===== src/sv/vbra_pkg.sv =====
package vbra_pkg;

    typedef enum logic [1:0] {
        OP_RESERVE = 2'd0,
        OP_COMMIT  = 2'd1,
        OP_PEEK    = 2'd2,
        OP_RELEASE = 2'd3
    } opcode_t;

    typedef enum logic {
        ST_IDLE = 1'b0,
        ST_EXEC = 1'b1
    } state_t;

    localparam int unsigned SIZE_W = 16;
    localparam logic [SIZE_W-1:0] BUF_SIZE_RESET = 16'd4096;

endpackage


===== src/sv/vbra_size_queue.sv =====
module vbra_size_queue #(
    parameter int unsigned DEPTH = 16,
    parameter int unsigned AW    = 4,
    parameter int unsigned DW    = 16
) (
    input  logic          clk,
    input  logic          wr_en,
    input  logic [AW-1:0] wr_addr,
    input  logic [DW-1:0] wr_data,
    input  logic [AW-1:0] rd_addr,
    output logic [DW-1:0] rd_data
);

    logic [DW-1:0] mem [DEPTH];
    logic [DW-1:0] rd_data_reg;

    always_ff @(posedge clk)
    begin
        if (wr_en)
        begin
            mem[wr_addr] <= wr_data;
        end
    end

    always_ff @(posedge clk)
    begin
        rd_data_reg <= mem[rd_addr];
    end

    assign rd_data = rd_data_reg;

endmodule


===== src/sv/variable_block_ring_allocator.sv =====
// result: the beat is captured on accept (ST_IDLE to ST_EXEC); the result is registered in
// ST_EXEC once the output register is free or drained. No new beat is taken while in ST_EXEC;
// a finished result waiting in the output register does not block the next accept
// reset: asynchronous active-low; pointers, flags and counts clear, buffer_size returns to 4096,
// the size queue memory is not cleared (only entries written by a reserve are ever read)
module variable_block_ring_allocator #(
    parameter int unsigned MAX_BLOCKS  = 16,
    parameter int unsigned OFFSET_BITS = 16
) (
    input  logic        clk,
    input  logic        rst_n,
    input  logic        cfg_wr_en,
    input  logic [15:0] cfg_wr_data,
    input  logic        in_valid,
    output logic        in_ready,
    input  logic [1:0]  opcode,
    input  logic [15:0] req_size,
    output logic        out_valid,
    input  logic        out_ready,
    output logic        ok,
    output logic [15:0] offset,
    output logic [15:0] block_size
);

    localparam int unsigned SW    = vbra_pkg::SIZE_W;
    localparam int unsigned QW    = (MAX_BLOCKS > 1) ? $clog2(MAX_BLOCKS) : 1;
    localparam int unsigned CNT_W = $clog2(MAX_BLOCKS + 1);
    localparam int unsigned CW    = ((OFFSET_BITS > SW) ? OFFSET_BITS : SW) + 1;
    localparam logic [QW-1:0]    LAST_IDX = QW'(MAX_BLOCKS - 1);
    localparam logic [CNT_W-1:0] FULL_CNT = CNT_W'(MAX_BLOCKS);

    vbra_pkg::state_t state_reg, state_next;

    logic [SW-1:0]          buffer_size_reg;
    logic [OFFSET_BITS-1:0] read_start_reg, read_start_next;
    logic [OFFSET_BITS-1:0] write_end_reg, write_end_next;
    logic [OFFSET_BITS-1:0] trash_mark_reg, trash_mark_next;
    logic                   write_open_reg, write_open_next;
    logic                   read_open_reg, read_open_next;
    logic [QW-1:0]          head_reg, head_next;
    logic [QW-1:0]          tail_reg, tail_next;
    logic [CNT_W-1:0]       count_reg, count_next;

    vbra_pkg::opcode_t op_reg;
    logic [SW-1:0]     size_reg;

    logic          out_valid_reg, out_valid_next;
    logic          ok_reg, ok_next;
    logic [15:0]   offset_reg, offset_next;
    logic [15:0]   block_size_reg, block_size_next;

    logic          q_wr_en;
    logic [SW-1:0] q_rd_data;

    logic          accept;
    logic          exec_fire;
    logic [CW-1:0] bs_w, rs_w, we_w, tm_w, sz_w, hd_w;
    logic [CW-1:0] place_w;
    logic [CW-1:0] end_sum_w, start_sum_w;
    logic          ordered, fit_after, fit_before, fit_wrap;
    logic          res_ok, peek_ok, peek_wrap, rel_ok;

    vbra_size_queue #(
        .DEPTH (MAX_BLOCKS),
        .AW    (QW),
        .DW    (SW)
    ) u_size_queue (
        .clk     (clk),
        .wr_en   (q_wr_en),
        .wr_addr (tail_reg),
        .wr_data (size_reg),
        .rd_addr (head_reg),
        .rd_data (q_rd_data)
    );

    assign in_ready   = (state_reg == vbra_pkg::ST_IDLE);
    assign accept     = in_valid && in_ready;
    assign exec_fire  = (state_reg == vbra_pkg::ST_EXEC) && (!out_valid_reg || out_ready);

    assign out_valid  = out_valid_reg;
    assign ok         = ok_reg;
    assign offset     = offset_reg;
    assign block_size = block_size_reg;

    // widened copies so every compare and sum sees full magnitudes
    assign bs_w = CW'(buffer_size_reg);
    assign rs_w = CW'(read_start_reg);
    assign we_w = CW'(write_end_reg);
    assign tm_w = CW'(trash_mark_reg);
    assign sz_w = CW'(size_reg);
    assign hd_w = CW'(q_rd_data);

    assign ordered    = (rs_w <= we_w);
    assign fit_after  = ordered && (bs_w > we_w) && ((bs_w - we_w) > sz_w);
    assign fit_before = !ordered && ((rs_w - we_w) > sz_w);
    assign fit_wrap   = ordered && (rs_w > sz_w);
    assign res_ok     = !write_open_reg && (count_reg != FULL_CNT)
                        && (fit_after || fit_before || fit_wrap);
    assign place_w    = (fit_after || fit_before) ? we_w : '0;
    assign end_sum_w  = place_w + sz_w;
    assign start_sum_w = rs_w + hd_w;

    assign peek_ok    = !read_open_reg && (count_reg != '0);
    assign peek_wrap  = (rs_w == bs_w) || ((trash_mark_reg != '0) && (rs_w == tm_w));
    assign rel_ok     = read_open_reg && (count_reg != '0);

    always_comb
    begin
        state_next      = state_reg;
        read_start_next = read_start_reg;
        write_end_next  = write_end_reg;
        trash_mark_next = trash_mark_reg;
        write_open_next = write_open_reg;
        read_open_next  = read_open_reg;
        head_next       = head_reg;
        tail_next       = tail_reg;
        count_next      = count_reg;
        q_wr_en         = 1'b0;
        out_valid_next  = out_valid_reg && !out_ready;
        ok_next         = ok_reg;
        offset_next     = offset_reg;
        block_size_next = block_size_reg;

        unique case (state_reg)
            vbra_pkg::ST_IDLE:
            begin
                if (accept)
                begin
                    state_next = vbra_pkg::ST_EXEC;
                end
            end
            vbra_pkg::ST_EXEC:
            begin
                if (exec_fire)
                begin
                    state_next      = vbra_pkg::ST_IDLE;
                    out_valid_next  = 1'b1;
                    ok_next         = 1'b0;
                    offset_next     = '0;
                    block_size_next = '0;
                    unique case (op_reg)
                        vbra_pkg::OP_RESERVE:
                        begin
                            if (res_ok)
                            begin
                                if (!(fit_after || fit_before))
                                begin
                                    trash_mark_next = write_end_reg;
                                end
                                write_end_next  = end_sum_w[OFFSET_BITS-1:0];
                                write_open_next = 1'b1;
                                q_wr_en         = 1'b1;
                                tail_next       = (tail_reg == LAST_IDX) ? '0 : tail_reg + 1'b1;
                                count_next      = count_reg + 1'b1;
                                ok_next         = 1'b1;
                                offset_next     = place_w[15:0];
                            end
                        end
                        vbra_pkg::OP_COMMIT:
                        begin
                            ok_next         = write_open_reg;
                            write_open_next = 1'b0;
                        end
                        vbra_pkg::OP_PEEK:
                        begin
                            if (peek_ok)
                            begin
                                read_open_next  = 1'b1;
                                ok_next         = 1'b1;
                                block_size_next = q_rd_data;
                                if (peek_wrap)
                                begin
                                    read_start_next = '0;
                                    trash_mark_next = '0;
                                    offset_next     = '0;
                                end
                                else
                                begin
                                    offset_next = rs_w[15:0];
                                end
                            end
                        end
                        vbra_pkg::OP_RELEASE:
                        begin
                            read_open_next = 1'b0;
                            if (rel_ok)
                            begin
                                read_start_next = start_sum_w[OFFSET_BITS-1:0];
                                head_next       = (head_reg == LAST_IDX) ? '0 : head_reg + 1'b1;
                                count_next      = count_reg - 1'b1;
                                ok_next         = 1'b1;
                            end
                        end
                        default:
                        begin
                            ok_next = 1'b0;
                        end
                    endcase
                end
            end
            default:
            begin
                state_next = vbra_pkg::ST_IDLE;
            end
        endcase
    end

    always_ff @(posedge clk or negedge rst_n)
    begin
        if (!rst_n)
        begin
            state_reg       <= vbra_pkg::ST_IDLE;
            buffer_size_reg <= vbra_pkg::BUF_SIZE_RESET;
            read_start_reg  <= '0;
            write_end_reg   <= '0;
            trash_mark_reg  <= '0;
            write_open_reg  <= 1'b0;
            read_open_reg   <= 1'b0;
            head_reg        <= '0;
            tail_reg        <= '0;
            count_reg       <= '0;
            out_valid_reg   <= 1'b0;
        end
        else
        begin
            state_reg       <= state_next;
            if (cfg_wr_en)
            begin
                buffer_size_reg <= cfg_wr_data;
            end
            read_start_reg  <= read_start_next;
            write_end_reg   <= write_end_next;
            trash_mark_reg  <= trash_mark_next;
            write_open_reg  <= write_open_next;
            read_open_reg   <= read_open_next;
            head_reg        <= head_next;
            tail_reg        <= tail_next;
            count_reg       <= count_next;
            out_valid_reg   <= out_valid_next;
        end
    end

    // captured beat and result payload
    always_ff @(posedge clk)
    begin
        if (accept)
        begin
            op_reg   <= vbra_pkg::opcode_t'(opcode);
            size_reg <= req_size;
        end
        ok_reg         <= ok_next;
        offset_reg     <= offset_next;
        block_size_reg <= block_size_next;
    end

endmodule


===== config.mk =====
export PLATFORM = sky130hd
export DESIGN_NAME = variable_block_ring_allocator
export DESIGN_NICKNAME = d
export VERILOG_FILES = /design/src/sv/vbra_pkg.sv /design/src/sv/vbra_size_queue.sv /design/src/sv/variable_block_ring_allocator.sv
export SDC_FILE = /design/constraint.sdc
export NUM_CORES = 1
export LEC_CHECK = 0
export BUFFER_PORTS_ARGS = -buffer_cell sky130_fd_sc_hd__buf_2
export CAP_MARGIN = 30
export CORE_MARGIN = 2
export CORE_UTILIZATION = 40
export CTS_CLUSTER_SIZE = 20
export DETAILED_ROUTE_END_ITERATION = 8
export PLACE_DENSITY = 0.57
export RECOVER_POWER = 100
export SYNTH_ARGS = -nofsm -noshare
export SYNTH_HDL_FRONTEND = slang
export SYNTH_SLANG_ARGS = --single-unit

===== constraint.sdc =====
create_clock -name clk -period 6.25 [get_ports clk]
set_input_delay 1.875 -clock clk [delete_from_list [all_inputs] [get_ports clk]]
set_output_delay 1.875 -clock clk [all_outputs]
set_load 0.01 [all_outputs]

==> metrics.md, run 1 <==
| Metric | Value |
|---|---|
| Status | finished with violations |
| Failing checks | max-capacitance violations, max-slew violations |
| Post-synth EDFFs | 307 |
| Synth async-reset ratio | 20.0% |
| Area Growth Syn to Fin | 16.3% |
| Fin crit share | 96.5% |
| Routed vias | 13039 |
| FF-to-FF path depth | 29 |
| GRT Total Usage | 21.8% |
| WP buf/inv | 1 |
| First-pass GRT wire length | 81300 µm |
| Worst Skew | 0.0268 ns |
| Nature of the critical path startpoint | register |
| Post-Syn Area | 19900 µm² |
| Minimum clock period | 6.03 ns |
| Core box area | 49000 µm² |
| H-tree levels | 2 |
| Flops & latches, synth | 404 |
| # fillers | 4334 |
| Worst slew margin | -79.8% |
| Hold slack | 0.503 ns |
| Logic depth of the worst setup path including buffers | 29 |
| Die Wd | 227 µm |
| Vias in the first global route | 12860 |
| Final setup TNS | 0 ns |
| P_leak | 0.00899 µW |
| Top reg by flops | u_size_queue.mem |
| Synth Area per Inst | 13.4 µm² |
| Peak Freq | 0.166 GHz |
| Critical Path AT | 6.48 ns |
| PwrDens | 482 nW/µm² |
| Worst r2r dst | write_end_reg[14] |
| Worst setup path endpoint | write_end_reg[14] |
| Reg clk slew, reported paths | 0.06 ns |
| Met2 usage | 34.4% |
| Finished Cell Area | 23100 µm² |
| Worst-Skew Late Latency | 0.61 ns |
| Die H | 227 µm |
| CP startpoint | read_start_reg[0] |
| Final hold viol count | 0 |
| DP HPWL | 37900 µm |
| Setup CP Type | register to register |
| Clock buffer count from CTS | 45 |
| Kind of cell adding the most delay to the critical path | compound AO/OA/AOI/OAI gates |
| Drt first pass iters | 5 |
| Hold-fix buffers, CTS | 0 |
| GRT met1 Usage | 28.9% |
| CTS tree | built |
| Initial Utilization | 40.6% |
| Hold_sp | count_reg[4] |
| Met3 Use GR | 4.37% |
| Die area | 51500 µm² |
| Ant diodes | 0 |
| Yosys warning total | 0 |
| Crit-path max FO | 3 |
| Num rows | 81 |
| HP Class | register to register |
| Layout cells sized above 1 | 19.8% |
| Crit path largest cell delay | 0.37 ns |
| Nets | 1799 |
| Final ANT Viol Nets | 0 |
| Post-synthesis sequential area ratio | 58.2% |
| WP data required | 6.70 ns |
| Pin count of the biggest net entering global routing | 55 |
| Cells after Synth | 1479 |
| Slowest cell on the critical path | dfrtp_1 |
| I/O Buffers | 73 |
| Synth Flop Type | edfxtp_1 |
| CTS sink cnt | 404 |
| Clk root buf | clkbuf_16 |
| RSZ-0062 raised after global routing | true |
| Worst Tran Pin Value | 2.70 ns |
| Total grt overflow | 0 |
| CTS Buffer Depth | 3 |
| Antenna violations before repair | 5 |
| Syn Nets | 1641 |
| Final worst slack | 0.220 ns |
| Reg2reg setup slack | 0.22 ns |
| Crit. End Element | register |
| IO Pins | 74 |
| Initial drt markers | 1199 |
| CP dominant cell by count | a21o_1 |
| Max-cap violations | 3 |
| Final WL | 55500 µm |
| Final GP Congestion | 0.893 |
| Max reg flops | 256 |
| Vias/cell | 5.58 |
| Setup violations, final | 0 |
| Residual DRC | 0 |
| Post-placement worst setup slack | -0.0193 ns |
| Peak VDD IR | 0.191 mV |
| Worst R2R Start | read_start_reg[0] |
| Avg WL per Cell | 23.7 µm |
| Final Util | 47.2% |
| Placed inst area | 21500 µm² |
| Synth cell types | 81 |
| Slew Limit Fails | 119 |
| GRT busiest layer | met2 |
## logic make-up after synthesis
logic type	share of synthesized area [%]
fa+ha+maj	7.93
flops	58.2
xor+xnor	3.70
compound gates	11.7
simple gates	7.80
buf+inv	2.28
mux	8.40
## cell usage after synthesis, drive strengths merged, types with 9 or more instances
cell	number	area, µm²
a22o	35	307
nand2	86	325
a21oi	73	369
nand4	20	125
a221oi	16	140
a22oi	16	120
inv	61	229
o21ai	88	448
nor4	11	68.8
dfrtp	80	2000
o21a	13	97.6
edfxtp	307	9220
clkbuf	31	118
nor2b	14	87.6
mux4	32	721
a21o	27	203
a211oi	11	82.6
nor3	13	65.1
dfxtp	16	320
buf	20	106
and3	23	144
mux2	32	368
o21bai	9	71.3
nand3	20	100
and2	23	144
mux2i	58	581
ha	118	1480
nor2	56	236
xor2	18	158
xnor2	66	578
## per-layer routing
| metal | part of all wire [%] | up-vias |
|---|---|---|
| met3 | 6.3 | 128 |
| met2 | 46 | 395 |
| met1 | 43 | 6503 |
| met5 | 0.077 | - |
| li1 | - | 6007 |
| met4 | 4.5 | 6 |
## metrics by stage
step,power [µW],instances
floorplan,6820,1479
global placement,8230,2245
detailed placement,8290,2245
CTS,11000,2328
global route,11800,2337
finish,11100,2337
## final cells by class
class	instances	area, µm²	area share, %
sequential	404	11600	50.1
clock inverter	27	273	1.18
tap	664	831	3.60
clock buffer	56	1200	5.18
multi-input combinational	963	8010	34.7
timing repair buffer	162	997	4.32
inverter	61	229	0.991
## power by group
part           internal (µW)  total, µW  leakage [µW]  switching, µW
logic                   2170       4950       0.00438           2780
clock network           1470       2620      0.000704           1150
registers               3220       3560       0.00391            340
total                   6870      11100       0.00899           4270
## placed cells by master (no fill, tap or decap), types with 30 or more instances in the layout
master / Yosys / final
o21ai_0: 83 / 80
inv_1: 61 / 60
mux2i_1: 58 / 58
buf_4: 2 / 69
a21oi_1: 72 / 66
mux4_2: 32 / 32
nor2_1: 53 / 53
a22o_1: 35 / 35
nand2_1: 85 / 84
clkbuf_16: 0 / 45
mux2_2: 30 / 30
dfrtp_1: 80 / 78
buf_2: 7 / 71
xnor2_1: 66 / 66
edfxtp_1: 307 / 307
ha_1: 118 / 115
## how the worst min path moves through the flow
stage                              end  cells past startpoint
after floorplan           count_reg[4]                      1
after global placement    count_reg[4]                      1
after detailed placement  count_reg[4]                      1
after CTS                 count_reg[4]                      1
after global routing      count_reg[4]                      1
final                     count_reg[4]                      1
## timing repair
action,CTS,global route
buffers inserted,0,8
resized for setup,1,35
pin swaps,0,25
setup endpoints to repair,1,6
(Power assumes the default switching activity.)
==> inputs of run 2 (changes only) <==
--- a/config.mk
+++ b/config.mk
@@ -6,11 +6,12 @@
 export NUM_CORES = 1
 export LEC_CHECK = 0
 export BUFFER_PORTS_ARGS = -buffer_cell sky130_fd_sc_hd__buf_2
-export CAP_MARGIN = 30
+export CAP_MARGIN = 0
 export CORE_MARGIN = 2
 export CORE_UTILIZATION = 40
 export CTS_CLUSTER_SIZE = 20
 export DETAILED_ROUTE_END_ITERATION = 8
+export GPL_TIMING_DRIVEN = 0
 export PLACE_DENSITY = 0.57
 export RECOVER_POWER = 100
 export SYNTH_ARGS = -nofsm -noshare
==> metrics.md, run 2 (same netlist as run 1, synthesis figures left out) <==
| Metric | Value |
|---|---|
| Status | finished with violations (unchanged) |
| Failing checks | max-capacitance violations, max-slew violations (unchanged) |
| Area Growth Syn to Fin | 16.8% (was 16.3%) |
| Final GP Congestion | 0.902 (was 0.893) |
| Peak Freq | 0.161 GHz (was 0.166 GHz) |
| Net Sw Power | 4340 µW (was 4270 µW) |
| Crit. End Element | register (unchanged) |
| DP HPWL | 37900 µm (about the same) |
| Total chip power | 11300 µW (was 11100 µW) |
| Minimum clock period | 6.22 ns (was 6.03 ns) |
| Final WL | 55400 µm (was 55500 µm) |
| Max-cap violations | 1 (was 3) |
| Max reg flops | 256 (unchanged) |
| CP dominant cell by count | a21o_1 (unchanged) |
| CTS sink cnt | 404 (unchanged) |
| Clk root buf | clkbuf_16 (unchanged) |
| Critical Path AT | 6.68 ns (was 6.48 ns) |
| Met2 routed WL | 25300 µm (was 25600 µm) |
| Slowest cell on the critical path | dfrtp_2 (was dfrtp_1) |
| RSZ-0062 raised after global routing | true (unchanged) |
| Metal-1 WL | 24900 µm (was 23800 µm) |
| Setup CP Type | register to register (unchanged) |
| Nature of the critical path startpoint | register (unchanged) |
| Slew Limit Fails | 66 (was 119) |
| CTS Buffer Depth | 3 (unchanged) |
| P_int | 6970 µW (was 6870 µW) |
| Total grt overflow | 0 (unchanged) |
| DR top layer | met5 (unchanged) |
| Final setup TNS | 0 ns (unchanged) |
| Layout cells sized above 1 | 18.1% (was 19.8%) |
| Peak VDD IR | 0.258 mV (was 0.191 mV) |
| Kind of cell adding the most delay to the critical path | compound AO/OA/AOI/OAI gates (unchanged) |
| Crit path largest cell delay | 0.47 ns (was 0.37 ns) |
| Worst Tran Pin Value | 3.16 ns (was 2.70 ns) |
| Reg clk slew, reported paths | 0.06 ns (about the same) |
| Commonest non-fill, non-tap cell in the layout | edfxtp_1 (unchanged) |
| PwrDens | 487 nW/µm² (was 482 nW/µm²) |
| Logic pwr share | 43.3% (was 44.5%) |
| Vias in the first global route | 12716 (was 12860) |
| CTS tree | built (unchanged) |
| WP data required | 6.71 ns (was 6.70 ns) |
| Ant diodes | 0 (unchanged) |
| P_leak | 0.00885 µW (was 0.00899 µW) |
| Nets | 1811 (was 1799) |
| Final hold viol count | 0 (unchanged) |
| Worst-Skew Late Latency | 0.59 ns (was 0.61 ns) |
| Avg WL per Cell | 23.6 µm (was 23.7 µm) |
| Initial drt markers | 1031 (was 1199) |
| Die area | 51500 µm² (unchanged) |
| Vias/cell | 5.53 (was 5.58) |
| First-pass GRT wire length | 81000 µm (was 81300 µm) |
| Residual DRC | 0 (unchanged) |
| Fin crit share | 99.5% (was 96.5%) |
| Die Wd | 227 µm (unchanged) |
| Setup violations, final | 0 (unchanged) |
| IO Pins | 74 (unchanged) |
| Top reg by flops | u_size_queue.mem (unchanged) |
| Sequential Power Share | 33.1% (was 32.0%) |
| Switching Share | 38.3% (about the same) |
| WP buf/inv | 4 (was 1) |
| Most frequent cells in the layout | 307 x edfxtp_1, 114 x ha_1, 86 x clkbuf_1, 83 x nand2_1, 77 x o21ai_0 (was 307 x edfxtp_1, 115 x ha_1, 84 x nand2_1, 80 x o21ai_0, 78 x dfrtp_1) |
| GRT Total Usage | 21.5% (was 21.8%) |
| # fillers | 4363 (was 4334) |
| I/O Buffers | 72 (was 73) |
| Footprint of the multi-input gates | 8100 µm² (was 8010 µm²) |
| Crit-path max FO | 5 (was 3) |
| Worst Skew | 0.0319 ns (was 0.0268 ns) |
| Hold-fix buffers, CTS | 0 (unchanged) |
| Routed vias | 12979 (was 13039) |
| Reg area | 11600 µm² (about the same) |
| Pin count of the biggest net entering global routing | 66 (was 55) |
| Met3 WL | 3180 µm (was 3520 µm) |
| Die H | 227 µm (unchanged) |
| Num rows | 81 (unchanged) |
| HP Class | register to register (unchanged) |
| Clock buffer count from CTS | 44 (was 45) |
| Worst slew margin | -111% (was -79.8%) |
| Final Util | 47.4% (was 47.2%) |
| Initial Utilization | 40.6% (unchanged) |
| Clock share of power | 23.6% (was 23.5%) |
| Drt first pass iters | 5 (unchanged) |
| Core box area | 49000 µm² (unchanged) |
| Antenna violations before repair | 5 (unchanged) |
| H-tree levels | 2 (unchanged) |
| Final ANT Viol Nets | 0 (unchanged) |
==> run 2: changes by cell type in the layout (fill, tap and decap cells not counted), sizes merged <==
cell | previous run | this run
buf | 142 | 98
inv | 63 | 62
clkinvlp | 6 | 2
clkinv | 17 | 16
bufinv | 2 | 6
clkbuf | 76 | 132
dlymetal6s4s | 0 | 1
==> run 2: power by group through the flow <==
stage | Sequential (µW) | Combinational [µW] | Clock, µW
floorplan | 3530 | 3290 | 0
CTS | 3740 | 4640 | 2720
global route | 3760 | 5400 | 2820
global placement | 3830 | 4220 | 0
finish | 3740 | 4900 | 2670
detailed placement | 3830 | 4320 | 0
==> run 2: cell type report <==
type | instances | share of cell area, %
multi-input combinational | 963 | 34.9
tap | 664 | 3.58
clock inverter | 25 | 1.40
inverter | 61 | 0.987
timing repair buffer | 124 | 3.14
sequential | 404 | 50.0
buffer | 51 | 1.08
clock buffer | 56 | 4.94
==> run 2: repair_timing <==
item | in CTS | in global routing
endpoints found under the setup margin | 12 | 8
pin swaps | 20 | 48
buffers inserted | 28 | 24
gates cloned | 0 | 1
hold endpoints to repair | 0 | 0
gates resized for setup | 45 | 44
==> run 2: metrics by stage <==
stage          hold slack (ns)  instances  setup WS (ns)  area (µm²)
2_1_floorplan            0.460       1479          0.347       19900
5_1_grt                  0.524       2348         -0.253       23200
3_3_place_gp             0.486       2215          -1.95       21100
6_report                 0.506       2348         0.0283       23200
4_1_cts                  0.508       2327        0.00306       23000
3_5_place_dp             0.495       2218          -1.23       21200
==> run 2: metal layers <==
metal / global-route usage, % / up-vias
met1: 30.5 / 6438
met3: 3.03 / 100
met5: 0 / -
met4: 7.85 / 2
li1: - / 6037
met2: 33.7 / 402
==> run 2: final timing paths <==
| check | from | to | slack (ns) | cells after the start |
|---|---|---|---|---|
| max | write_end_reg[0] | write_end_reg[14] | 0.03 | 30 |
| min | count_reg[4] | count_reg[4] | 0.51 | 1 |
| max reg2reg | write_end_reg[0] | write_end_reg[14] | 0.03 | 30 |
| min reg2reg | count_reg[4] | count_reg[4] | 0.51 | 1 |
| max in group asynchronous | rst_n | write_end_reg[4] | 0.96 | 2 |
| min in group asynchronous | rst_n | read_start_reg[9] | 1.41 | 1 |
==> inputs of run 3 (changes only) <==
--- a/config.mk
+++ b/config.mk
@@ -7,13 +7,14 @@
 export LEC_CHECK = 0
 export BUFFER_PORTS_ARGS = -buffer_cell sky130_fd_sc_hd__buf_2
 export CAP_MARGIN = 0
-export CORE_MARGIN = 2
+export CORE_MARGIN = 10
 export CORE_UTILIZATION = 40
 export CTS_CLUSTER_SIZE = 20
 export DETAILED_ROUTE_END_ITERATION = 8
 export GPL_TIMING_DRIVEN = 0
 export PLACE_DENSITY = 0.57
 export RECOVER_POWER = 100
+export SETUP_SLACK_MARGIN = 0.5
 export SYNTH_ARGS = -nofsm -noshare
 export SYNTH_HDL_FRONTEND = slang
 export SYNTH_SLANG_ARGS = --single-unit
==> metrics.md, run 3 (same netlist as run 1, synthesis figures left out) <==
| Metric | Value |
|---|---|
| P_int | 7020 µW (was 6970 µW) |
| Peak Freq | 0.160 GHz (was 0.161 GHz) |
| Total grt overflow | 0 (unchanged) |
| First-pass GRT wire length | 84800 µm (was 81000 µm) |
| Clk root buf | clkbuf_16 (unchanged) |
| Fin crit share | 99.9% (was 99.5%) |
| Met2 usage | 30.3% (was 33.7%) |
| # fillers | 4331 (was 4363) |
| Num rows | 81 (unchanged) |
| Area Growth Syn to Fin | 17.6% (was 16.8%) |
| Failing checks | max-capacitance violations, max-slew violations (unchanged) |
| Status | finished with violations (unchanged) |
| Final worst slack | 0.00615 ns (was 0.0283 ns) |
| Drt first pass iters | 5 (unchanged) |
| Initial drt markers | 1072 (was 1031) |
| Setup violations, final | 0 (unchanged) |
| Clock share of power | 23.1% (was 23.6%) |
| H-tree levels | 2 (unchanged) |
| Crit. End Element | register (unchanged) |
| Setup CP Type | register to register (unchanged) |
| HP Class | register to register (unchanged) |
| Residual DRC | 0 (unchanged) |
| CTS tree | built (unchanged) |
| IO Pins | 74 (unchanged) |
| Worst Skew | 0.0354 ns (was 0.0319 ns) |
| Hold-fix buffers, CTS | 0 (unchanged) |
| Commonest non-fill, non-tap cell in the layout | edfxtp_1 (unchanged) |
| Max reg flops | 256 (unchanged) |
| GRT busiest layer | met2 (unchanged) |
| Critical Path AT | 6.72 ns (was 6.68 ns) |
| GRT Total Usage | 18.9% (was 21.5%) |
| Routed vias | 13329 (was 12979) |
| Top reg by flops | u_size_queue.mem (unchanged) |
| Logic pwr share | 44.1% (was 43.3%) |
| Worst-Skew Late Latency | 0.60 ns (was 0.59 ns) |
| Final WL | 57000 µm (was 55400 µm) |
| Max-cap violations | 2 (was 1) |
| Worst slew margin | -79.9% (was -111%) |
| CP dominant cell by count | buf_4 (was a21o_1) |
| Worst Tran Pin Value | 2.70 ns (was 3.16 ns) |
| CTS Buffer Depth | 3 (unchanged) |
| Peak VDD IR | 0.268 mV (was 0.258 mV) |
| Nature of the critical path startpoint | register (unchanged) |
| Final GP Congestion | 0.890 (was 0.902) |
| Core box area | 49100 µm² (was 49000 µm²) |
| Slowest cell on the critical path | dfrtp_2 (unchanged) |
| Post-placement worst setup slack | -1.07 ns (was -1.23 ns) |
| Die Wd | 243 µm (was 227 µm) |
| Crit-path max FO | 7 (was 5) |
| P_leak | 0.00889 µW (was 0.00885 µW) |
| Final hold viol count | 0 (unchanged) |
| Hold slack | 0.498 ns (was 0.506 ns) |
| Met3 Use GR | 3.10% (was 3.03%) |
| WP data required | 6.72 ns (was 6.71 ns) |
| Vias/cell | 5.67 (was 5.53) |
| Reg area | 11600 µm² (about the same) |
| Pin count of the biggest net entering global routing | 56 (was 66) |
| Sequential Power Share | 32.8% (was 33.1%) |
| Reg clk slew, reported paths | 0.06 ns (about the same) |
| Vias in the first global route | 13383 (was 12716) |
| CTS sink cnt | 404 (unchanged) |
| DP HPWL | 38600 µm (was 37900 µm) |
| Footprint of the multi-input gates | 8260 µm² (was 8100 µm²) |
| Die H | 243 µm (was 227 µm) |
| Antenna violations before repair | 3 (was 5) |
| Slew Limit Fails | 84 (was 66) |
| Minimum clock period | 6.24 ns (was 6.22 ns) |
| Hold depth | 1 (unchanged) |
| FF-to-FF path depth | 30 (unchanged) |
| Initial Utilization | 40.5% (was 40.6%) |
| Nets | 1813 (was 1811) |
| I/O Buffers | 72 (unchanged) |
| Crit path largest cell delay | 0.48 ns (was 0.47 ns) |
| GRT met1 Usage | 25.4% (was 30.5%) |
| RSZ-0062 raised after global routing | true (unchanged) |
| Die area | 59000 µm² (was 51500 µm²) |
| Avg WL per Cell | 24.3 µm (was 23.6 µm) |
| PwrDens | 489 nW/µm² (was 487 nW/µm²) |
| Clock buffer count from CTS | 44 (unchanged) |
| Layout cells sized above 1 | 20.0% (was 18.1%) |
| Final ANT Viol Nets | 0 (unchanged) |
| Net Sw Power | 4400 µW (was 4340 µW) |
| Switching Share | 38.5% (was 38.3%) |
| Most frequent cells in the layout | 307 x edfxtp_1, 107 x ha_1, 83 x nand2_1, 81 x clkbuf_1, 75 x o21ai_0 (was 307 x edfxtp_1, 114 x ha_1, 86 x clkbuf_1, 83 x nand2_1, 77 x o21ai_0) |
## run 3: cell types whose count changed in the layout (fill, tap and decap cells not counted), sizes merged
cell      before  now
diode          0    1
clkinvlp       2    0
clkinv        16   17
buf           98  103
bufinv         6    5
clkbuf       132  129
## run 3: layer usage
metal	share of wire [%]	vias up
li1	-	6059
met1	44	6713
met2	46	455
met3	6.5	102
met4	3.5	0
met5	0	-
## run 3: power by group through the flow
stage                     Clock, µW  Sequential [µW]  Combinational [µW]
after floorplan                   0             3530                3310
final                          2640             3740                5040
after detailed placement          0             3830                4350
after global routing           2790             3760                5540
after CTS                      2690             3720                4790
after global placement            0             3820                4250
## run 3: final timing paths
check	endpoint	slack, ns	start
hold / removal	count_reg[4]	0.50	count_reg[4]
hold reg to reg	count_reg[4]	0.50	count_reg[4]
max in group asynchronous	write_end_reg[1]	0.99	rst_n
setup / recovery	write_end_reg[15]	0.006	write_end_reg[0]
setup reg to reg	write_end_reg[15]	0.006	write_end_reg[0]
min in group asynchronous	head_reg[3]	1.67	rst_n
## run 3: per-stage QoR
step	cells	area [µm²]	util, %	total power [µW]	TNS, ns
CTS	2337	23200	47.2	11200	0
finish	2349	23400	47.7	11400	0
global route	2348	23400	47.6	12100	-0.535
floorplan	1479	19900	-	6840	0
detailed placement	2218	21200	43.2	8180	-6.15
global placement	2215	21100	43.0	8070	-40.92
## run 3: layout make-up
type	instances	area share [%]
inverters	61	0.990
clock buffers	56	4.99
flip-flops and latches	404	49.6
well taps	664	3.55
clock inverters	23	1.19
plain buffers	51	1.11
repair buffers	126	3.23
diodes	1	0.0107
multi-input cells	963	35.3
## run 3: what timing repair did
action,in CTS,in global routing
setup buffers,40,11
pin swaps,46,31
resized for setup,69,59
setup endpoints to repair,271,261
## run 3: critical path, delay by kind of cell, from the launching register on
| kind | cells | cell delay, ns |
|---|---|---|
| compound gates | 14 | 2.30 |
| buf+inv | 4 | 0.63 |
| xor+xnor | 2 | 0.26 |
| fa+ha+maj | 4 | 1.13 |
| simple gates | 6 | 1.30 |
| flops | 1 | 0.48 |
